<file path="src/hdl/smft_pkg.sv">
// Shared types and constants for the sparse matrix fast transpose block.
`default_nettype none
package smft_pkg;

  // Fixed field widths of one term, the dimension registers and the configuration port.
  localparam int IDX_W = 6;
  localparam int VAL_W = 32;
  localparam int CFG_W = 7;
  localparam int APB_DW = 32;
  localparam int APB_AW = 3;

  // Register indexes, taken from paddr[2].
  localparam logic REG_NUM_ROWS = 1'b0;
  localparam logic REG_NUM_COLS = 1'b1;

  // Reset value of both dimension registers.
  localparam logic [CFG_W-1:0] DIM_RESET = 7'd64;

  // One stored term.
  typedef struct packed {
    logic [IDX_W-1:0]        row;
    logic [IDX_W-1:0]        col;
    logic signed [VAL_W-1:0] value;
  } term_t;

  localparam int TERM_W = $bits(term_t);

  // One classified request passed from the front end to the back end.
  typedef struct packed {
    logic  store;
    logic  last;
    logic  drop;
    term_t term;
  } q_entry_t;

endpackage
`default_nettype wire

</file>
<file path="src/hdl/smft_queue.sv">
// Short queue of classified requests between front end and back end.
`default_nettype none
module smft_queue
  import smft_pkg::*;
#(
  parameter int DEPTH = 4
) (
  input  wire logic     clk,
  input  wire logic     rst,
  input  wire logic     push,
  input  wire q_entry_t entry_in,
  output logic          full,
  input  wire logic     pop,
  output q_entry_t      entry_out,
  output logic          empty
);

  localparam int AW  = (DEPTH > 1) ? $clog2(DEPTH) : 1;
  localparam int CW  = $clog2(DEPTH + 1);
  localparam logic [AW-1:0] LAST_SLOT = AW'(DEPTH - 1);

  q_entry_t        slots [DEPTH];
  logic [AW-1:0]   wr_ptr;
  logic [AW-1:0]   rd_ptr;
  logic [CW-1:0]   fill;
  logic            do_push;
  logic            do_pop;

  assign full      = (fill == CW'(DEPTH));
  assign empty     = (fill == '0);
  assign do_push   = push && !full;
  assign do_pop    = pop && !empty;
  assign entry_out = slots[rd_ptr];

  // Entry storage needs no reset.
  always_ff @(posedge clk) begin
    if (do_push) begin
      slots[wr_ptr] <= entry_in;
    end
  end

  // Pointers and fill level.
  always_ff @(posedge clk) begin
    if (rst) begin
      wr_ptr <= '0;
      rd_ptr <= '0;
      fill   <= '0;
    end else begin
      if (do_push) begin
        wr_ptr <= (wr_ptr == LAST_SLOT) ? '0 : AW'(wr_ptr + 1'b1);
      end
      if (do_pop) begin
        rd_ptr <= (rd_ptr == LAST_SLOT) ? '0 : AW'(rd_ptr + 1'b1);
      end
      if (do_push && !do_pop) begin
        fill <= CW'(fill + 1'b1);
      end else if (do_pop && !do_push) begin
        fill <= CW'(fill - 1'b1);
      end
    end
  end

endmodule
`default_nettype wire

</file>
<file path="config.mk">
export PLATFORM = sky130hd
export DESIGN_NAME = smft_queue
export DESIGN_NICKNAME = d
export VERILOG_FILES = /design/src/hdl/smft_pkg.sv /design/src/hdl/smft_queue.sv
export SDC_FILE = /design/constraint.sdc
export NUM_CORES = 1
export LEC_CHECK = 0
export ABC_AREA = 1
export CORE_MARGIN = 5
export CORE_UTILIZATION = 36
export CTS_BUF_LIST = sky130_fd_sc_hd__clkbuf_16
export CTS_CLUSTER_SIZE = 20
export DETAILED_ROUTE_END_ITERATION = 8
export DONT_BUFFER_PORTS = 1
export SLEW_MARGIN = 25
export SYNTH_ARGS = -nofsm -noshare
export SYNTH_HDL_FRONTEND = slang
export SYNTH_SLANG_ARGS = --single-unit
</file>
<file path="constraint.sdc">
create_clock -name clk -period 9.55 [get_ports clk]
set_input_delay 0.955 -clock clk [delete_from_list [all_inputs] [get_ports clk]]
set_output_delay 0.955 -clock clk [all_outputs]
set_load 0.005 [all_outputs]
</file>
# Yosys cells after proc, flatten, opt, wreduce, memory -nomap -nowiden
# Memory sizes are Yosys's and may differ from the RTL's. A register that Yosys moved wholly into a read port is not among the register bits.
# Index checks and enable logic that the tools add are counted.
[totals]
word_cells = 29
ff_bits = 7
out_inout_bits = 49
memories = 1
ram_bits = 188
inputBits = 51
latchBits = 0
romBits = 0
[classes]
mux = 8
reduce_logical = 10
n_bitwise = 0
mul = 0
div = 0
order_cmp = 0
shift = 0
n_addsub = 4
eq_ne = 3
[mem_list]
columns = ["name", "depth", "width", "read_ports", "rd_clocked_by_memory_dff", "write_ports", "line_no", "text"]
rows = [
  ["slots", 4, 47, 1, 1, 1, "smft_queue.sv:22", "q_entry_t slots [DEPTH];"],
]
[ops]
columns = ["operator", "n"]
rows = [
  ["$mux 2", 4],
  ["$mux 3", 2],
  ["$add 2x1->2 const B", 2],
  ["$eq 2x2->1 const B", 2],
  ["$logic_and 1x1->1", 4],
  ["$logic_not 1->1", 4],
  ["$add 3x1->3 const B", 1],
  ["$eq 3x3->1 const B", 1],
  ["$logic_not 3->1", 1],
  ["$sub 3x1->3 const B", 1],
  ["$mux 1", 2],
  ["$reduce_bool 2->1", 1],
]

# Depth between registers and ports, before layout
# Gate-level depths: netlist of the first run.
[depth]
ltp_word = 7
ltp_mapped = 13
ltp_nobuf = 13

# Least setup slack after synthesis of the first run
# No wires, ideal clock.
[synth_timing]
path_type = "input -> register"
startpoint = "input push"
endpoint = "memory slots[0][0] (netlist name) (enable)"
arrival_time_ns = 3.073
t_required_ns = 9.098
setup_slack_ns = 6.025
path_buffers = 0
setup_ns = 0.452
cell_stages = 2
path_cell_list = "nand2_1 > nor2_1"
[synth_via]
elab_chain_len = 3
[synth_lines]
columns = ["element", "line_no", "text"]
rows = [
  ["start, declared", "smft_queue.sv:10", "input wire logic push,"],
  ["$logic_and 1x1->1", "smft_queue.sv:31", "assign do_push = push && !full;"],
  ["$mux 1", "smft_queue.sv:37", "if (do_push) begin"],
  ["$mux 1 (not written as such)", "smft_queue.sv:38", "slots[wr_ptr] <= entry_in;"],
  ["end, declared", "smft_queue.sv:22", ""],
]
# No other way between the ends.

==> flow_metrics.env, run 1 <==
export IMPL_ir_drop_uv=156
export IMPL_placedCellCount=782
export IMPL_synth_area_top_cells="edfxtp_1 (72%), o21ai_0 (5.2%), o22ai_2 (4.3%)"
export IMPL_synth_seq_cells=197
export IMPL_drtPass1Iterations=4
export IMPL_finClkSkew_ns=0.0132
export IMPL_cp_required_ns=8.60
export IMPL_drtIter0Drc=188
export IMPL_crit_path_max_fanout=62
export IMPL_status="finished, final reports clean"
export IMPL_relSlewSlack_pct=33.6
export IMPL_wirelength_um=15800
export IMPL_synthCells=526
export IMPL_dieHeight_um=158
export IMPL_crit_path_cell_trace="inv_4 > buf_4 > o21ai_0 > o22ai_1"
export IMPL_fin_ws_ns=6.06
export IMPL_place_gp_congestion=0.751
export IMPL_critPathMaxStageDelay_ns=0.79
export IMPL_num_rows=54
export IMPL_synth_fp_nets=584
export IMPL_r2r_start="fill[0]$_SDFFE_PP0P_"
export IMPL_area_delta_synth_final_pct=9.99
export IMPL_hold_viol=0
export IMPL_chipWidth_um=158
export IMPL_r2r_slack_ns=7.05
export IMPL_tightest_slew_ns=0.996
export IMPL_grt_pass1_wl_um=24300
export IMPL_ios=100
export IMPL_fin_crit_sh_pct=36.5
export IMPL_root_buffer="clkbuf_16"
export IMPL_post_route_util_pct=40.0
export IMPL_die_area_mm2=0.0249
export IMPL_cts_setup_buffers=0
export IMPL_clkTransAtPathRegs_ns=0.07
export IMPL_portBuffers=0
export IMPL_cts_buffer_depth=2
export IMPL_start_kind="register"
export IMPL_synth_area_mm2=0.00788
export IMPL_ant_nets=0
export IMPL_mostFrequentLayoutCells="edfxtp_1 (188), o21ai_0 (82), nor2_1 (80)"
export IMPL_mostFrequentLayoutCell="edfxtp_1"
export IMPL_reg2reg_to="slots[0][24]$_DFFE_PP_"
export IMPL_grt_max_degree=95
export IMPL_initial_utilization_pct=36.3
export IMPL_stdcell_count=814
export IMPL_clkSinkCount=197
export IMPL_endpoint="entry_out[12]"
export IMPL_synth_top_area_share_pct=71.6
export IMPL_post_cts_resized=0
export IMPL_hold_path_depth=2
export IMPL_hpwl_um=9100
export IMPL_hold_buffers=0
export IMPL_ys_types=25
export IMPL_critPathSlowestCell="buf_4"
export IMPL_n_antenna_cell=0
export IMPL_max_freq_ghz=0.287
export IMPL_power_mw=2.37
export IMPL_min_from="rd_ptr[1]$_SDFFE_PP0P_"
export IMPL_htreeDepth=4
export IMPL_wire_per_inst_um=19.4
export IMPL_fin_crit_ns=3.49
export IMPL_path_class="register to output port"
export IMPL_grt_overflow_total=0
export IMPL_cts_tree="done"
export IMPL_ys_warn_count=0
export IMPL_n_fill_cell=1974
export IMPL_setup_tns_ns=0
export IMPL_rsz0062_at_grt="false"
export IMPL_fin_nets=579
export IMPL_cellPowerDensity_mw_per_mm2=273
export IMPL_synth_seq_area_share_pct=73.9
export IMPL_track_usage_pct=13.0
export IMPL_drc=0
export IMPL_insertion_delay_ns=0.43
export IMPL_whs_ns=0.540
export IMPL_leakagePower_nw=2.80
export IMPL_avgSynthCellArea_um2=15.0
export IMPL_worstRegToRegCells=5
export IMPL_core_area_mm2=0.0217
export IMPL_yosysTopAreaCell="edfxtp_1"
export IMPL_critPathCaptureType="output port"
export IMPL_cts_buffers_inserted=17
export IMPL_cp_arrival_ns=2.53
export IMPL_finalSetupViolations=0
export IMPL_drive_above_1_share_pct=18.7
export IMPL_antenna_found_initial=0
export IMPL_grt_pass1_vias=4352
export IMPL_fin_area_mm2=0.00867
export IMPL_routed_via_density=5.05
export IMPL_num_vias=4111
export IMPL_maxCapViolations=0
export IMPL_dpl_instance_area_mm2=0.00809
export IMPL_hp_class="register to register"
export IMPL_pre_cts_ws_ns=6.44
export IMPL_slew_violations=0
[per-layer routing]
layer	part of all wire, %	track usage (%)
met1	40	14.4
met2	53	23.1
met3	5.6	4.07
met4	1.9	5.44
met5	0	0
[kinds of logic after synthesis]
family / after synthesis / synth area share (%)
fa+ha+maj: 7 / 1.21
compound gates: 144 / 12.2
flops: 197 / 73.9
xor+xnor: 1 / 0.111
buf+inv: 48 / 3.72
simple gates: 129 / 8.86
[where the power goes]
| group | switching, mW | internal [mW] |
|---|---|---|
| clock | 0.311 | 0.389 |
| sequential | 0.0528 | 1.06 |
| combinational | 0.392 | 0.168 |
| total | 0.756 | 1.61 |
[cell type report]
cell class / count / area, um2 / share of cell area [%]
multi-input combinational: 281 / 1790 / 20.7
timing repair buffer: 6 / 45.0 / 0.520
inverter: 18 / 70.1 / 0.808
clock inverter: 15 / 154 / 1.78
sequential: 197 / 5830 / 67.3
clock buffer: 17 / 425 / 4.91
tap: 280 / 350 / 4.04
[cell usage after synthesis]
master      n
edfxtp_1  188
nor2_1     84
o21ai_0    82
nor2_4     27
o22ai_2    27
o22ai_1    20
inv_1      16
nand2_1    14
clkbuf_1   12
o21ai_1    10
buf_2       9
dfxtp_1     9
ha_1        6
buf_12      4
buf_6       4
o21ai_2     3
a21oi_1     2
nand3b_1    2
buf_4       1
fa_1        1
inv_2       1
inv_4       1
nand3_1     1
nand4_1     1
xor2_1      1
[registers in the layout, summed over array words and instances, names as in the netlist, named ones only]
signal,count
slots,188
fill,3
rd_ptr,2
wr_ptr,2
[critical path, delay by kind of cell (launching register included)]
kind                   cells  cell delay (ns)
buffers and inverters      2             1.22
AOI/OAI and AO/OA          2             0.43
DFF                        1             0.35
[worst min path at each step]
| stage | endpoint | slack [ns] |
|---|---|---|
| after global placement | fill[1]$_SDFFE_PP0P_ | 0.51 |
| final | register | 0.54 |
| after global routing | register | 0.56 |
| after CTS | register | 0.54 |
| after detailed placement | register | 0.53 |
| after floorplan | register | 0.48 |
(Power assumes the default switching activity.)
==> run 2: changes to the inputs <==
- clock period: 9.55 -> 2.8 ns (I/O delays scaled with it)
==> flow_metrics.env, run 2 (synthesis gave the netlist of run 1 again) <==
export IMPL_status="finished, final reports clean"
export IMPL_slew_violations=0
export IMPL_fin_area_mm2=0.00925
export IMPL_dpl_instance_area_mm2=0.00817
export IMPL_die_area_mm2=0.0249
export IMPL_swShare_pct=32.9
export IMPL_antenna_found_initial=0
export IMPL_worstRegToRegCells=9
export IMPL_power_switching_mw=2.71
export IMPL_wire_per_inst_um=18.6
export IMPL_num_rows=54
export IMPL_finalSetupViolations=0
export IMPL_core_area_mm2=0.0217
export IMPL_n_fill_cell=1911
export IMPL_cts_buffer_depth=2
export IMPL_stdcell_count=871
export IMPL_cts_tree="done"
export IMPL_hold_path_depth=3
export IMPL_fin_nets=636
export IMPL_p_seq_share_pct=46.0
export IMPL_cts_buffers_inserted=17
export IMPL_hpwl_um=9540
export IMPL_wirelength_um=16200
export IMPL_tightest_slew_ns=0.562
export IMPL_clkSinkCount=197
export IMPL_insertion_delay_ns=0.43
export IMPL_cellPowerDensity_mw_per_mm2=892
export IMPL_maxCapViolations=0
export IMPL_initial_utilization_pct=36.3
export IMPL_relSlewSlack_pct=62.6
export IMPL_grt_pass1_wl_um=25000
export IMPL_top_register="slots"
export IMPL_drc=0
export IMPL_dieHeight_um=158
export IMPL_largest_reg_flops=188
export IMPL_start_kind="register"
export IMPL_routed_via_density=4.98
export IMPL_fin_crit_sh_pct=85.2
export IMPL_top_regs="slots: 188 flops, fill: 3 flops"
export IMPL_hp_class="input pin to register"
export IMPL_fin_crit_ns=2.39
export IMPL_power_mw=8.25
export IMPL_track_usage_pct=13.3
export IMPL_cp_arrival_ns=2.11
export IMPL_path_class="register to output port"
export IMPL_grt_overflow_total=0
export IMPL_crit_path_max_fanout=50
export IMPL_leakagePower_nw=3.04
export IMPL_drtIter0Drc=197
export IMPL_grt_max_degree=51
export IMPL_num_vias=4339
export IMPL_ir_drop_uv=379
export IMPL_grt_pass1_vias=4536
export IMPL_r2r_slack_ns=0.49
export IMPL_root_buffer="clkbuf_16"
export IMPL_max_freq_ghz=0.419
export IMPL_mostFrequentLayoutCells="edfxtp_1 (188), o21ai_0 (82), nor2_1 (80)"
export IMPL_reg2reg_to="fill[1]$_SDFFE_PP0P_"
export IMPL_clkTransAtPathRegs_ns=0.07
export IMPL_place_gp_congestion=0.726
export IMPL_critPathCaptureType="output port"
export IMPL_portBuffers=0
export IMPL_ios=100
export IMPL_internal_power_mw=5.53
export IMPL_cts_setup_buffers=0
export IMPL_cp_required_ns=2.52
export IMPL_drtPass1Iterations=4
export IMPL_endpoint="entry_out[24]"
export IMPL_pwr_share_comb_pct=24.8
export IMPL_chipWidth_um=158
export IMPL_htreeDepth=4
export IMPL_mostFrequentLayoutCell="edfxtp_1"
export IMPL_setup_tns_ns=0
export IMPL_area_delta_synth_final_pct=17.4
export IMPL_rsz0062_at_grt="false"
export IMPL_r2r_start="fill[1]$_SDFFE_PP0P_"
export IMPL_hold_viol=0
export IMPL_drive_above_1_share_pct=18.8
export IMPL_placedCellCount=790
export IMPL_post_route_util_pct=42.7
export IMPL_ant_nets=0
export IMPL_clock_power_share_pct=29.2
export IMPL_n_antenna_cell=0
export IMPL_finClkSkew_ns=0.0155
==> run 2: worst min path at each step <==
stage | start | slack (ns) | endpoint
floorplan | rst | 0.35 | fill[0]$_SDFFE_PP0P_
global placement | rst | 0.35 | fill[0]$_SDFFE_PP0P_
detailed placement | rst | 0.36 | fill[0]$_SDFFE_PP0P_
CTS | pop | 0.02 | register
global route | pop | 0.05 | register
finish | pop | 0.05 | register
==> run 2: power groups by stage <==
| stage | clock [mW] | combinational, mW | sequential (mW) |
|---|---|---|---|
| after global placement | 0 | 1.96 | 3.85 |
| after detailed placement | 0 | 2.03 | 3.88 |
| after floorplan | 0 | 1.62 | 3.76 |
| after global routing | 2.61 | 2.29 | 3.84 |
| after CTS | 2.47 | 2.12 | 3.81 |
| final | 2.41 | 2.04 | 3.80 |
==> run 2: per-stage QoR <==
step / hold slack, ns / setup WS (ns)
2_1_floorplan: 0.352 / -0.319
3_3_place_gp: 0.354 / 0.785
3_5_place_dp: 0.361 / 0.528
4_1_cts: 0.0230 / 0.342
5_1_grt: 0.0489 / 0.203
6_report: 0.0495 / 0.414
==> run 2: layout make-up <==
cell class,instances,area [um2],share of cell area [%]
sequential,197,5830,63.0
clock buffer,17,425,4.60
timing repair buffer,63,621,6.71
clock inverter,15,163,1.76
tap,280,350,3.79
inverter,18,70.1,0.757
multi-input combinational,281,1790,19.4
==> run 2: timing repair <==
item,CTS,global route
hold endpoints to repair,190,0
resized for setup,0,0
setup endpoints to repair,0,0
hold buffers,49,0
==> run 2: worst max-delay path, stage by stage, from the launching register on <==
cell,delay (ns)
dfxtp_4,0.71
buf_4,0.51
o21ai_0,0.18
o22ai_1,0.26
==> run 2: per-layer routing <==
metal | share of wire (%) | global-route usage [%] | wire, um
met5 | 0 | 0 | 0
met4 | 1.5 | 4.79 | 244
met3 | 5.2 | 3.61 | 834
met2 | 52 | 23.5 | 8480
met1 | 41 | 15.7 | 6630
