===== config.mk =====
export PLATFORM = sky130hd
export DESIGN_NAME = smft_front
export DESIGN_NICKNAME = d
export VERILOG_FILES = /design/src/hdl/smft_pkg.sv /design/src/hdl/smft_front.sv
export SDC_FILE = /design/constraint.sdc
export NUM_CORES = 1
export LEC_CHECK = 0
export BUFFER_PORTS_ARGS = -buffer_cell sky130_fd_sc_hd__buf_2
export CORE_AREA = 3 3 69 84
export DETAILED_ROUTE_END_ITERATION = 8
export DIE_AREA = 0 0 72 87
export GPL_ROUTABILITY_DRIVEN = 0
export PLACE_DENSITY = 0.88
export SYNTH_ARGS = -nofsm -noshare
export SYNTH_HDL_FRONTEND = slang
export SYNTH_SLANG_ARGS = --single-unit

===== constraint.sdc =====
create_clock -name clk -period 2.45 [get_ports clk]
set_clock_uncertainty 0.15 [all_clocks]
set_input_delay 0 -clock clk [delete_from_list [all_inputs] [get_ports clk]]
set_output_delay 0 -clock clk [all_outputs]
set_load 0.01 [all_outputs]

===== src/hdl/smft_pkg.sv =====
// Shared types and constants for the sparse matrix fast transpose block.
`default_nettype none
package smft_pkg;

  // Fixed field widths of one term, the dimension registers and the configuration port.
  localparam int IDX_W = 6;
  localparam int VAL_W = 32;
  localparam int CFG_W = 7;
  localparam int APB_DW = 32;
  localparam int APB_AW = 3;

  // Register indexes, taken from paddr[2].
  localparam logic REG_NUM_ROWS = 1'b0;
  localparam logic REG_NUM_COLS = 1'b1;

  // Reset value of both dimension registers.
  localparam logic [CFG_W-1:0] DIM_RESET = 7'd64;

  // One stored term.
  typedef struct packed {
    logic [IDX_W-1:0]        row;
    logic [IDX_W-1:0]        col;
    logic signed [VAL_W-1:0] value;
  } term_t;

  localparam int TERM_W = $bits(term_t);

  // One classified request passed from the front end to the back end.
  typedef struct packed {
    logic  store;
    logic  last;
    logic  drop;
    term_t term;
  } q_entry_t;

endpackage
`default_nettype wire


===== src/hdl/smft_front.sv =====
// Front end: configuration registers and classification of incoming requests.
`default_nettype none
module smft_front
  import smft_pkg::*;
#(
  parameter int MAX_TERMS = 64,
  parameter int MAX_DIM   = 64
) (
  input  wire logic                    clk,
  input  wire logic                    rst,
  // Configuration port
  input  wire logic                    psel,
  input  wire logic                    penable,
  input  wire logic                    pwrite,
  input  wire logic [APB_AW-1:0]       paddr,
  input  wire logic [APB_DW-1:0]       pwdata,
  output logic      [APB_DW-1:0]       prdata,
  output logic                         pready,
  // Input channel
  input  wire logic                    push,
  output logic                         full,
  input  wire logic                    has_term,
  input  wire logic [IDX_W-1:0]        term_row,
  input  wire logic [IDX_W-1:0]        term_col,
  input  wire logic signed [VAL_W-1:0] term_value,
  input  wire logic                    last_term,
  // Queue toward the back end
  output logic                         q_push,
  output q_entry_t                     q_entry,
  input  wire logic                    q_full
);

  localparam int CNT_W = $clog2(MAX_TERMS + 1);
  localparam logic [CFG_W-1:0] DIM_MAX = CFG_W'(MAX_DIM);
  localparam logic [CNT_W-1:0] TERMS_MAX = CNT_W'(MAX_TERMS);

  logic [CFG_W-1:0] num_rows;
  logic [CFG_W-1:0] num_cols;
  logic [CNT_W-1:0] count;
  logic             drop_flag;

  logic [CFG_W-1:0] eff_rows;
  logic [CFG_W-1:0] eff_cols;
  logic             accept;
  logic             store;
  logic             drop_now;

  // Register writes land on the access cycle.
  always_ff @(posedge clk) begin
    if (rst) begin
      num_rows <= DIM_RESET;
      num_cols <= DIM_RESET;
    end else if (psel && penable && pwrite) begin
      if (paddr[2] == REG_NUM_COLS) begin
        num_cols <= pwdata[CFG_W-1:0];
      end else begin
        num_rows <= pwdata[CFG_W-1:0];
      end
    end
  end

  assign pready = 1'b1;
  assign prdata = (paddr[2] == REG_NUM_COLS) ? APB_DW'(num_cols) : APB_DW'(num_rows);

  // Dimensions above the supported size saturate.
  assign eff_rows = (num_rows > DIM_MAX) ? DIM_MAX : num_rows;
  assign eff_cols = (num_cols > DIM_MAX) ? DIM_MAX : num_cols;

  // Classify the request: keep it, or drop it as out of range or overflow.
  assign accept   = push && !full;
  assign store    = has_term && ({1'b0, term_row} < eff_rows) &&
                    ({1'b0, term_col} < eff_cols) && (count < TERMS_MAX);
  assign drop_now = has_term && !store;

  assign full             = q_full;
  assign q_push           = accept && (store || last_term);
  assign q_entry.store    = store;
  assign q_entry.last     = last_term;
  assign q_entry.drop     = drop_flag || drop_now;
  assign q_entry.term.row   = term_row;
  assign q_entry.term.col   = term_col;
  assign q_entry.term.value = term_value;

  // Per-matrix term count and sticky drop flag.
  always_ff @(posedge clk) begin
    if (rst) begin
      count     <= '0;
      drop_flag <= 1'b0;
    end else if (accept) begin
      if (last_term) begin
        count     <= '0;
        drop_flag <= 1'b0;
      end else begin
        if (store) begin
          count <= CNT_W'(count + 1'b1);
        end
        drop_flag <= drop_flag || drop_now;
      end
    end
  end

endmodule
`default_nettype wire


### After elaboration in Yosys (flattened, before gate mapping)

Cells that the tools add are included.

| word-level totals | value |
|---|---|
| register bits after elaboration | 22 |
| word-level logic and storage cells | 33 |
| bits of input ports | 88 |
| output and inout bits | 82 |

| cells by class | value |
|---|---|
| multiplexer cells | 6 |
| $add $sub $neg | 1 |
| bitwise logic cells | 1 |
| reduce and logical (&&, ||, !) cells | 16 |
| order comparisons | 5 |

Operators by type and width:

| cell | count |
|---|---|
| two-way mux 7 bit | 5 |
| greater-than comparator 7 bit, second input constant | 2 |
| less-than comparator 6 x 7 -> 1 bit | 2 |
| logical AND 1 bit | 8 |
| adder 7 x 1 -> 7 bit, second input constant | 1 |
| less-than comparator 7 bit, second input constant | 1 |
| AND reduction 2 bit | 3 |
| zero test 1 bit | 2 |
| logical OR 1 bit | 2 |
| nonzero test 2 bit | 1 |
| two-way mux 1 bit | 1 |
| inverter 1 bit | 1 |

### Depth between registers and ports, before layout

Gate-level depths: netlist (run 1).

| logic depth | value |
|---|---|
| word-level depth | 10 |
| depth in mapped cells | 9 |
| mapped depth without buffers | 8 |

### Worst setup path before layout (run 1)

Ideal clock, no wire load.

| timing | value |
|---|---|
| kind | register -> register |
| from | reg num_rows[6] |
| to | reg count[5] |
| required time | 2.238 ns |
| stages on the path, launching flop included | 9 |
| slack | 0.280 ns |
| period minus slack after synthesis | 2.170 ns |
| arrival | 1.958 ns |
| library setup time | 0.062 ns |
| buffers on the path | 0 |
| cells stage by stage | dfxtp_1 > nand2b_1 > ha_1 > a211oi_1 > o21ai_1 > a21oi_2 > nand3_4 > or4_1 > nand3_1 |

| on the way | value |
|---|---|
| word-level cells in the longest chain between the ends | 8 |

RTL lines:

| item | RTL line | source |
|---|---|---|
| from (decl) | smft_front.sv:37 | `logic [CFG_W-1:0] num_rows;` |
| from (signal assigned) | smft_front.sv:57 | `num_rows <= pwdata[CFG_W-1:0];` |
| greater-than comparator 7 bit | smft_front.sv:66 | `assign eff_rows = (num_rows > DIM_MAX) ? DIM_MAX : num_rows;` |
| two-way mux 7 bit * | smft_front.sv:66 |  |
| less-than comparator 6 x 7 -> 1 bit * | smft_front.sv:71 | `assign store = has_term && ({1'b0, term_row} < eff_rows) &&` |
| logical AND 1 bit * (2 in series) | smft_front.sv:71 |  |
| logical AND 1 bit * | smft_front.sv:72 | `({1'b0, term_col} < eff_cols) && (count < TERMS_MAX);` |
| nonzero test 2 bit (no line) * | n/a |  |
| AND reduction 2 bit (no line) * | n/a |  |
| to (signal assigned) | smft_front.sv:95 | `count <= CNT_W'(count + 1'b1);` |
| to (decl) | smft_front.sv:39 | `logic [CNT_W-1:0] count;` |

Every way passes the cells marked *; elsewhere a longest branch is shown, timed or not.
A chain may end at the register's enable or synchronous reset.

==> reports/qor.log, run 1 <==
INFO  status         outcome=complete, no violations
INFO  logic_synthesis synth.yosys.seq_area_share=23.4%
INFO  clock_tree     cts.sink_count=22
INFO  critical_path  critPathMaxFanout=6
INFO  critical_path  start_to_end_type_of_the_worst_setup_path=register to output pin
INFO  logic_synthesis synthDominantCellAreaShare=29.1%
INFO  place          post-place-cells=286
INFO  logic_synthesis post_synth_most_frequent_cells=73 x buf_4, 22 x dfxtp_1, 18 x nand2_1, 11 x ha_1, 11 x nor2_1
INFO  die            io_pins=170
INFO  drt            detail_route.iter0.violations=87
INFO  die            placementRows=28
INFO  die            full_die_area=0.00626sqmm
INFO  critical_path  wp_data_arrival=2.18ns
INFO  logic_synthesis synthFlopType=dfxtp_1
INFO  logic_synthesis synth_cell_types=39
INFO  critical_path  worst-r2r-cell-count=8
INFO  finish         layout.cell_area.non_filler=0.00229sqmm
INFO  logic_synthesis async_flop_share=0%
INFO  drt            detail_route.drc_violations=0
INFO  critical_path  required=2.30ns
INFO  place          hpwl=2950um
INFO  clock_tree     worst_setup_hold_path_clk_slew=0.08ns
INFO  drt            route.detailed.wl_per_inst=12.6um
INFO  finish         fin_cells=335
INFO  flow_run       maxCapViolations=0
INFO  die            placeableCoreArea=0.00501sqmm
INFO  critical_path  timing.critical_path.cells=nand2b_1 > ha_4 > a211oi_2 > o21ai_1 > a21oi_2 > nand3_4 > buf_4 > a21o_1 > buf_2
INFO  drt            detailedRoute.firstPassIterationCount=4
INFO  logic_synthesis netlist_area=0.00188sqmm
INFO  clock_tree     cts_buffer_depth=2
INFO  finish         final_net_count=375
INFO  logic_synthesis edff_count_synth=0
INFO  critical_path  kind_of_end_point_of_the_critical_path=output pin
INFO  finish         count_of_fill_cells_added_during_filler_insertion=467
INFO  worst_hold_path hp-start=q_full
INFO  clock_tree     cts-root-buf=clkbuf_8
INFO  worst_hold_path timing.hold.worst_endpoint=drop_flag$_SDFFE_PP0P_
INFO  grt            grt_max_degree=18
INFO  critical_path  worst_path_max_delay_cell=dfxtp_4
INFO  place          portBuffers=52
INFO  timing         min_period=2.33ns
INFO  clock_tree     clock_tree.htree_level_count=1
INFO  clock_tree     worst_skew_pair.late_latency=0.27ns
INFO  grt            antenna_violations_before_repair=0
INFO  timing         timing_max_transition_violations_final=0
INFO  finish         final_layout_size_suffix_gt1_share=28.0%
INFO  timing         maxSlewHeadroom=46.6%
INFO  die            chipWidth=72um
INFO  finish         multi_input_comb_area=966squm
INFO  power          worst_ir_drop_vdd=0.196mV
INFO  critical_path  timing.rr.start=num_rows[6]$_SDFFE_PP1P_
INFO  clock_tree     cts_made_buffers=3
INFO  die            starting_density_of_the_core=37.6%
INFO  logic_synthesis ys_top_cells_by_area=buf_4 29%, dfxtp_1 23%, ha_1 7.3%
INFO  drt            route.antenna.remaining_nets=0
INFO  place          dp_worst_setup_slack=0.0845ns
INFO  critical_path  cp-start-kind=register
INFO  critical_path  worst_path_largest_cell_delay=0.37ns
INFO  critical_path  setup.reg_to_reg.worst_slack=0.20ns
INFO  finish         seq_area=445squm
INFO  logic_synthesis cell_accounting_for_the_most_synthesized_area=buf_4
INFO  finish         antennaDiodeCount=0
INFO  grt            grt_pass1_vias=1422
INFO  place          placedInstanceArea=0.00175sqmm
INFO  drt            count_of_vias_placed_by_the_detailed_router=1581
INFO  timing         finalSetupViolCount=0
INFO  drt            route.final.wire_length=4210um
INFO  power          total_leakage_power=1.01nW
INFO  critical_path  regToRegEndpoint=count[5]$_SDFFE_PP0P_
INFO  grt            gr-usage-all-layers=11.9%
INFO  die            die_y=87um
INFO  clock_tree     cts_tree=built
INFO  grt            gr-total-overflow=0
INFO  logic_synthesis mean_instance_size_in_the_synthesized_netlist=8.34squm
INFO  timing         final_ws_setup=0.122ns
INFO  timing         finalHoldViolCount=0
INFO  logic_synthesis synth.ff_latch_count=22
INFO  finish         area_delta_synth_final=21.4%
INFO  power          p_per_area=410mW/mm^2
INFO  timing         slew_at_the_pin_with_the_worst_max_slew_slack=0.798ns
INFO  logic_synthesis yosysMostFrequentCell=buf_4
INFO  grt            grt_first_pass_wirelength=6070um
INFO  worst_hold_path timing.hold.worst_path_depth=4
INFO  finish         post-route-util=45.7%
INFO  timing         layout_worst_path_cycle_share=95.0%
INFO  logic_synthesis synthCells=226
INFO  worst_hold_path hold_path.class=input pin to register
INFO  timing         max_clock_freq=430MHz
INFO  logic_synthesis yosysWarningCount=0
INFO  timing         hold_slack=0.0256ns
INFO  drt            post_drt_via_cell_ratio=4.72
[metal layers]
metal  global-route usage [%]  wire length, um  up-vias
met5                        0                0        -
met4                     4.96               33        0
met1                     12.4             1610      724
met3                     2.08              378        4
met2                     22.9             2180       90
li1                         -                -      763
[power breakdown]
part / internal [mW] / switching, mW
Sequential: 0.363 / 0.00703
Clock: 0.218 / 0.123
Combinational: 0.109 / 0.118
[how the worst max path moves through the flow]
| stage | startpoint | endpoint | cells past startpoint |
|---|---|---|---|
| floorplan | num_rows[6]$_SDFFE_PP1P_ | count[5]$_SDFFE_PP0P_ | 8 |
| finish | num_rows[6]$_SDFFE_PP1P_ | q_entry[44] | 9 |
| detailed placement | num_rows[6]$_SDFFE_PP1P_ | count[5]$_SDFFE_PP0P_ | 8 |
| global route | num_rows[6]$_SDFFE_PP1P_ | q_entry[44] | 9 |
| global placement | num_rows[6]$_SDFFE_PP1P_ | count[5]$_SDFFE_PP0P_ | 8 |
| CTS | num_rows[6]$_SDFFE_PP1P_ | q_entry[44] | 9 |
[state kept, by name, indices dropped and copies added, names as in the netlist]
register and cells:
count 7, drop_flag 1, num_cols 7, num_rows 7
[critical path: cells and delay by family, from the launching register on]
| family | cells | cell delay, ns |
|---|---|---|
| simple gates | 2 | 0.30 |
| buf+inv | 2 | 0.31 |
| compound gates | 4 | 0.71 |
| fa+ha+maj | 1 | 0.23 |
| flops | 1 | 0.37 |
[logic make-up (layout without fill, tap and decap cells)]
kind of cell | after synthesis | after routing | share of synthesized area, %
buffers and inverters | 83 | 108 | 31.5
AND/OR/NAND/NOR | 61 | 61 | 17.7
AO/OA/AOI/OAI | 33 | 33 | 11.8
flip-flops | 22 | 22 | 23.4
multiplexers | 14 | 14 | 7.90
adder cells (fa/ha/maj) | 11 | 11 | 7.30
other | 2 | 26 | 0.399
[cell type report]
class | instances | area share, %
repair buffers | 98 | 30.9
inverters | 6 | 0.984
well taps | 60 | 3.28
multi-input cells | 145 | 42.2
clock inverters | 1 | 1.31
clock buffers | 3 | 1.80
flip-flops and latches | 22 | 19.5
[stage by stage]
step	total power [mW]	setup TNS, ns
finish	0.938	0
global placement	0.523	0
global route	0.977	-0.00620
CTS	0.933	0
floorplan	0.568	0
detailed placement	0.527	0
[cells in the final DEF (no fill, tap or decap), types with 2 or more instances in the layout]
master	count
a21o_1	2
a21oi_1	10
a41oi_1	2
buf_2	52
buf_4	3
clkbuf_8	3
conb_1	26
dfxtp_1	20
dlygate4sd3_1	42
ha_1	10
inv_1	6
mux2_2	7
mux2i_1	7
nand2_1	18
nand2b_1	9
nand3_1	7
nor2_1	11
nor2b_1	5
o211ai_1	3
o21a_1	2
o21ai_0	4
o31ai_1	2
[timing repair]
action,4_1_cts,5_1_grt
setup endpoints to repair,1,3
pin swaps,1,3
hold buffers,42,0
cloned,0,0
gates resized for setup,1,5
buffers inserted,0,3
hold endpoints to repair,48,0
Power figures use the tool's default switching activity.
==> run 2: changes to the inputs <==
--- a/config.mk
+++ b/config.mk
@@ -11,6 +11,7 @@
 export DIE_AREA = 0 0 72 87
 export GPL_ROUTABILITY_DRIVEN = 0
 export PLACE_DENSITY = 0.88
+export SKIP_LAST_GASP = 1
 export SYNTH_ARGS = -nofsm -noshare
 export SYNTH_HDL_FRONTEND = slang
 export SYNTH_SLANG_ARGS = --single-unit
==> constraint.sdc (replaced) <==
create_clock -name clk -period 2.45 [get_ports clk]
set_clock_uncertainty 0.15 [all_clocks]
set_input_delay 0 -clock clk [delete_from_list [all_inputs] [get_ports clk]]
set_output_delay 0 -clock clk [all_outputs]
set_load 0.1 [all_outputs]
==> reports/qor.log, run 2 (synthesized netlist as in run 1, its figures left out) <==
INFO  finish         layout.cell_area.non_filler=0.00233sqmm [+1.6%]
INFO  finish         largestRegisters=count (7), num_cols (7), num_rows (7)
INFO  die            full_die_area=0.00626sqmm [unchanged]
INFO  critical_path  start_to_end_type_of_the_worst_setup_path=register to output pin
INFO  timing         layout_worst_path_cycle_share=94.8% [-0.27 points]
INFO  timing         grt_setup_unrepaired=no
INFO  grt            gr-usage-all-layers=11.9% [+0.021 points]
INFO  drt            detailedRoute.firstPassIterationCount=4 [unchanged]
INFO  finish         final_net_count=375 [unchanged]
INFO  drt            route.final.wire_length=4270um [+1.5%]
INFO  worst_hold_path timing.hold.worst_path_depth=4 [unchanged]
INFO  power          power=1.42mW [+51%]
INFO  place          post-place-cells=285 [-0.35%]
INFO  finish         fin_cells=335 [unchanged]
INFO  power          switching_share=50.6% [+24 points]
INFO  grt            antenna_violations_before_repair=0 [unchanged]
INFO  finish         area_delta_synth_final=23.4%
INFO  timing         finalSetupViolCount=0 [unchanged]
INFO  timing         min_period=2.32ns [-0.00669 ns]
INFO  power          comb_power_share=50.5% [+26 points]
INFO  drt            detail_route.iter0.violations=69 [-21%]
INFO  power          worst_ir_drop_vdd=0.233mV [+19%]
INFO  finish         layout_commonest_cell=buf_2
INFO  power          total_leakage_power=1.01nW [+0.22%]
INFO  status         outcome=complete, no violations
INFO  drt            count_of_vias_placed_by_the_detailed_router=1608 [+1.7%]
INFO  clock_tree     worst_setup_hold_path_clk_slew=0.08ns [about the same]
INFO  power          power_report.internal_total=0.701mW [+1.5%]
INFO  die            chipWidth=72um [unchanged]
INFO  critical_path  worst_path_largest_cell_delay=0.37ns [about the same]
INFO  clock_tree     cts_tree=built
INFO  timing         slew_at_the_pin_with_the_worst_max_slew_slack=0.993ns [+0.195 ns]
INFO  finish         post-route-util=46.4% [+0.75 points]
INFO  die            die_y=87um [unchanged]
INFO  power          total_switching_power=0.719mW [+190%]
INFO  power          p_per_area=610mW/mm^2 [+49%]
INFO  drt            route.antenna.remaining_nets=0 [unchanged]
INFO  power          p_seq_share=26.1% [-13 points]
INFO  critical_path  required=2.30ns [about the same]
INFO  grt            grt_max_degree=18 [unchanged]
INFO  clock_tree     cts-root-buf=clkbuf_8
INFO  finish         final_layout_size_suffix_gt1_share=28.0% [unchanged]
INFO  timing         timing_max_transition_violations_final=0 [unchanged]
INFO  critical_path  worst-r2r-cell-count=10 [+2]
INFO  clock_tree     cts_made_buffers=3 [unchanged]
INFO  drt            post_drt_via_cell_ratio=4.80 [+1.7%]
INFO  critical_path  timing.critical_path.cells=nand2b_1 > ha_4 > a211oi_2 > o21ai_1 > a21oi_2 > nand3_4 > inv_4 > o21a_1 > buf_12
INFO  critical_path  worst_path_max_delay_cell=dfxtp_4
INFO  clock_tree     clock_tree.htree_level_count=1 [unchanged]
INFO  timing         final_ws_setup=0.128ns [+0.00669 ns]
INFO  clock_tree     cts_buffer_depth=2 [unchanged]
INFO  critical_path  wp_data_arrival=2.17ns [about the same]
INFO  critical_path  kind_of_end_point_of_the_critical_path=output pin
INFO  die            placeableCoreArea=0.00501sqmm [unchanged]
INFO  timing         hold_slack=0.0382ns [+0.0126 ns]
INFO  place          dp_worst_setup_slack=0.0675ns [-0.0170 ns]
INFO  worst_hold_path hold_path.class=input pin to register
INFO  place          placedInstanceArea=0.00177sqmm [+1.3%]
INFO  place          portBuffers=52 [unchanged]
INFO  power          power_frac_clock=23.4% [-13 points]
INFO  timing         max_clock_freq=431MHz [+0.29%]
INFO  grt            grt_pass1_vias=1393 [-2.0%]
INFO  finish         antennaDiodeCount=0 [unchanged]
INFO  die            placementRows=28 [unchanged]
INFO  clock_tree     cts.sink_count=22 [unchanged]
INFO  finish         count_of_fill_cells_added_during_filler_insertion=470 [+0.64%]
INFO  timing         finalHoldViolCount=0 [unchanged]
INFO  finish         multi_input_comb_area=958squm [-0.78%]
INFO  timing         maxSlewHeadroom=33.6% [-13 points]
INFO  die            io_pins=170 [unchanged]
INFO  drt            detail_route.drc_violations=0 [unchanged]
INFO  finish         most-common-layout-cells=49 x buf_2, 42 x dlygate4sd3_1, 26 x conb_1
INFO  critical_path  critPathMaxFanout=9 [+3]
INFO  grt            grt_first_pass_wirelength=6030um [-0.58%]
INFO  place          hpwl=3030um [+2.7%]
INFO  clock_tree     worst_skew_pair.late_latency=0.26ns [about the same]
INFO  die            starting_density_of_the_core=37.6% [unchanged]
INFO  flow_run       maxCapViolations=0 [unchanged]
INFO  grt            gr-total-overflow=0 [unchanged]
INFO  critical_path  cp-start-kind=register
INFO  timing         fin_setup_tns=0ns [unchanged]
INFO  finish         seq_area=445squm [unchanged]
INFO  drt            route.detailed.wl_per_inst=12.7um [+1.5%]
[run 2: changes by cell type in the layout (fill, tap and decap cells not counted), sizes merged]
cell / change
clkbuf: -1
buf: +1
[run 2: area by class of cell]
class                      count  area share, %
clock buffer                   3           1.78
clock inverter                 1           1.29
inverter                       6           1.08
multi-input combinational    145           41.2
sequential                    22           19.2
tap                           60           3.23
timing repair buffer          98           32.3
[run 2: worst paths after layout]
path	from	endpoint	slack, ns
setup reg to reg	num_rows[6]$_SDFFE_PP1P_	count[4]$_SDFFE_PP0P_	0.15
hold reg to reg	num_cols[1]$_SDFFE_PP0P_	num_cols[1]$_SDFFE_PP0P_	0.32
hold / removal	q_full	drop_flag$_SDFFE_PP0P_	0.04
setup / recovery	num_rows[6]$_SDFFE_PP1P_	q_push	0.13
[run 2: power by group through the flow]
stage	logic, mW	clock network (mW)	registers [mW]
3_5_place_dp	0.440	0	0.379
3_3_place_gp	0.435	0	0.379
6_report	0.717	0.332	0.370
5_1_grt	0.736	0.353	0.372
2_1_floorplan	0.673	0	0.376
4_1_cts	0.704	0.338	0.371
[run 2: repair_timing]
item	CTS	global route
pin swaps	1	3
resized for setup	2	10
setup endpoints to repair	2	7
hold endpoints to repair	48	0
gates cloned	0	0
hold buffers	42	0
setup buffers	1	3
[run 2: critical path, delay by kind of cell (launching register included)]
kind,cells,cell delay (ns)
simple gates,2,0.34
buf+inv,2,0.27
compound gates,4,0.69
fa+ha+maj,1,0.23
flops,1,0.37
[run 2: per-layer routing]
metal	track usage [%]	share of wire [%]
met3	1.96	9.7
met1	12.7	38
met5	0	0
met2	22.7	51
met4	4.79	1.8
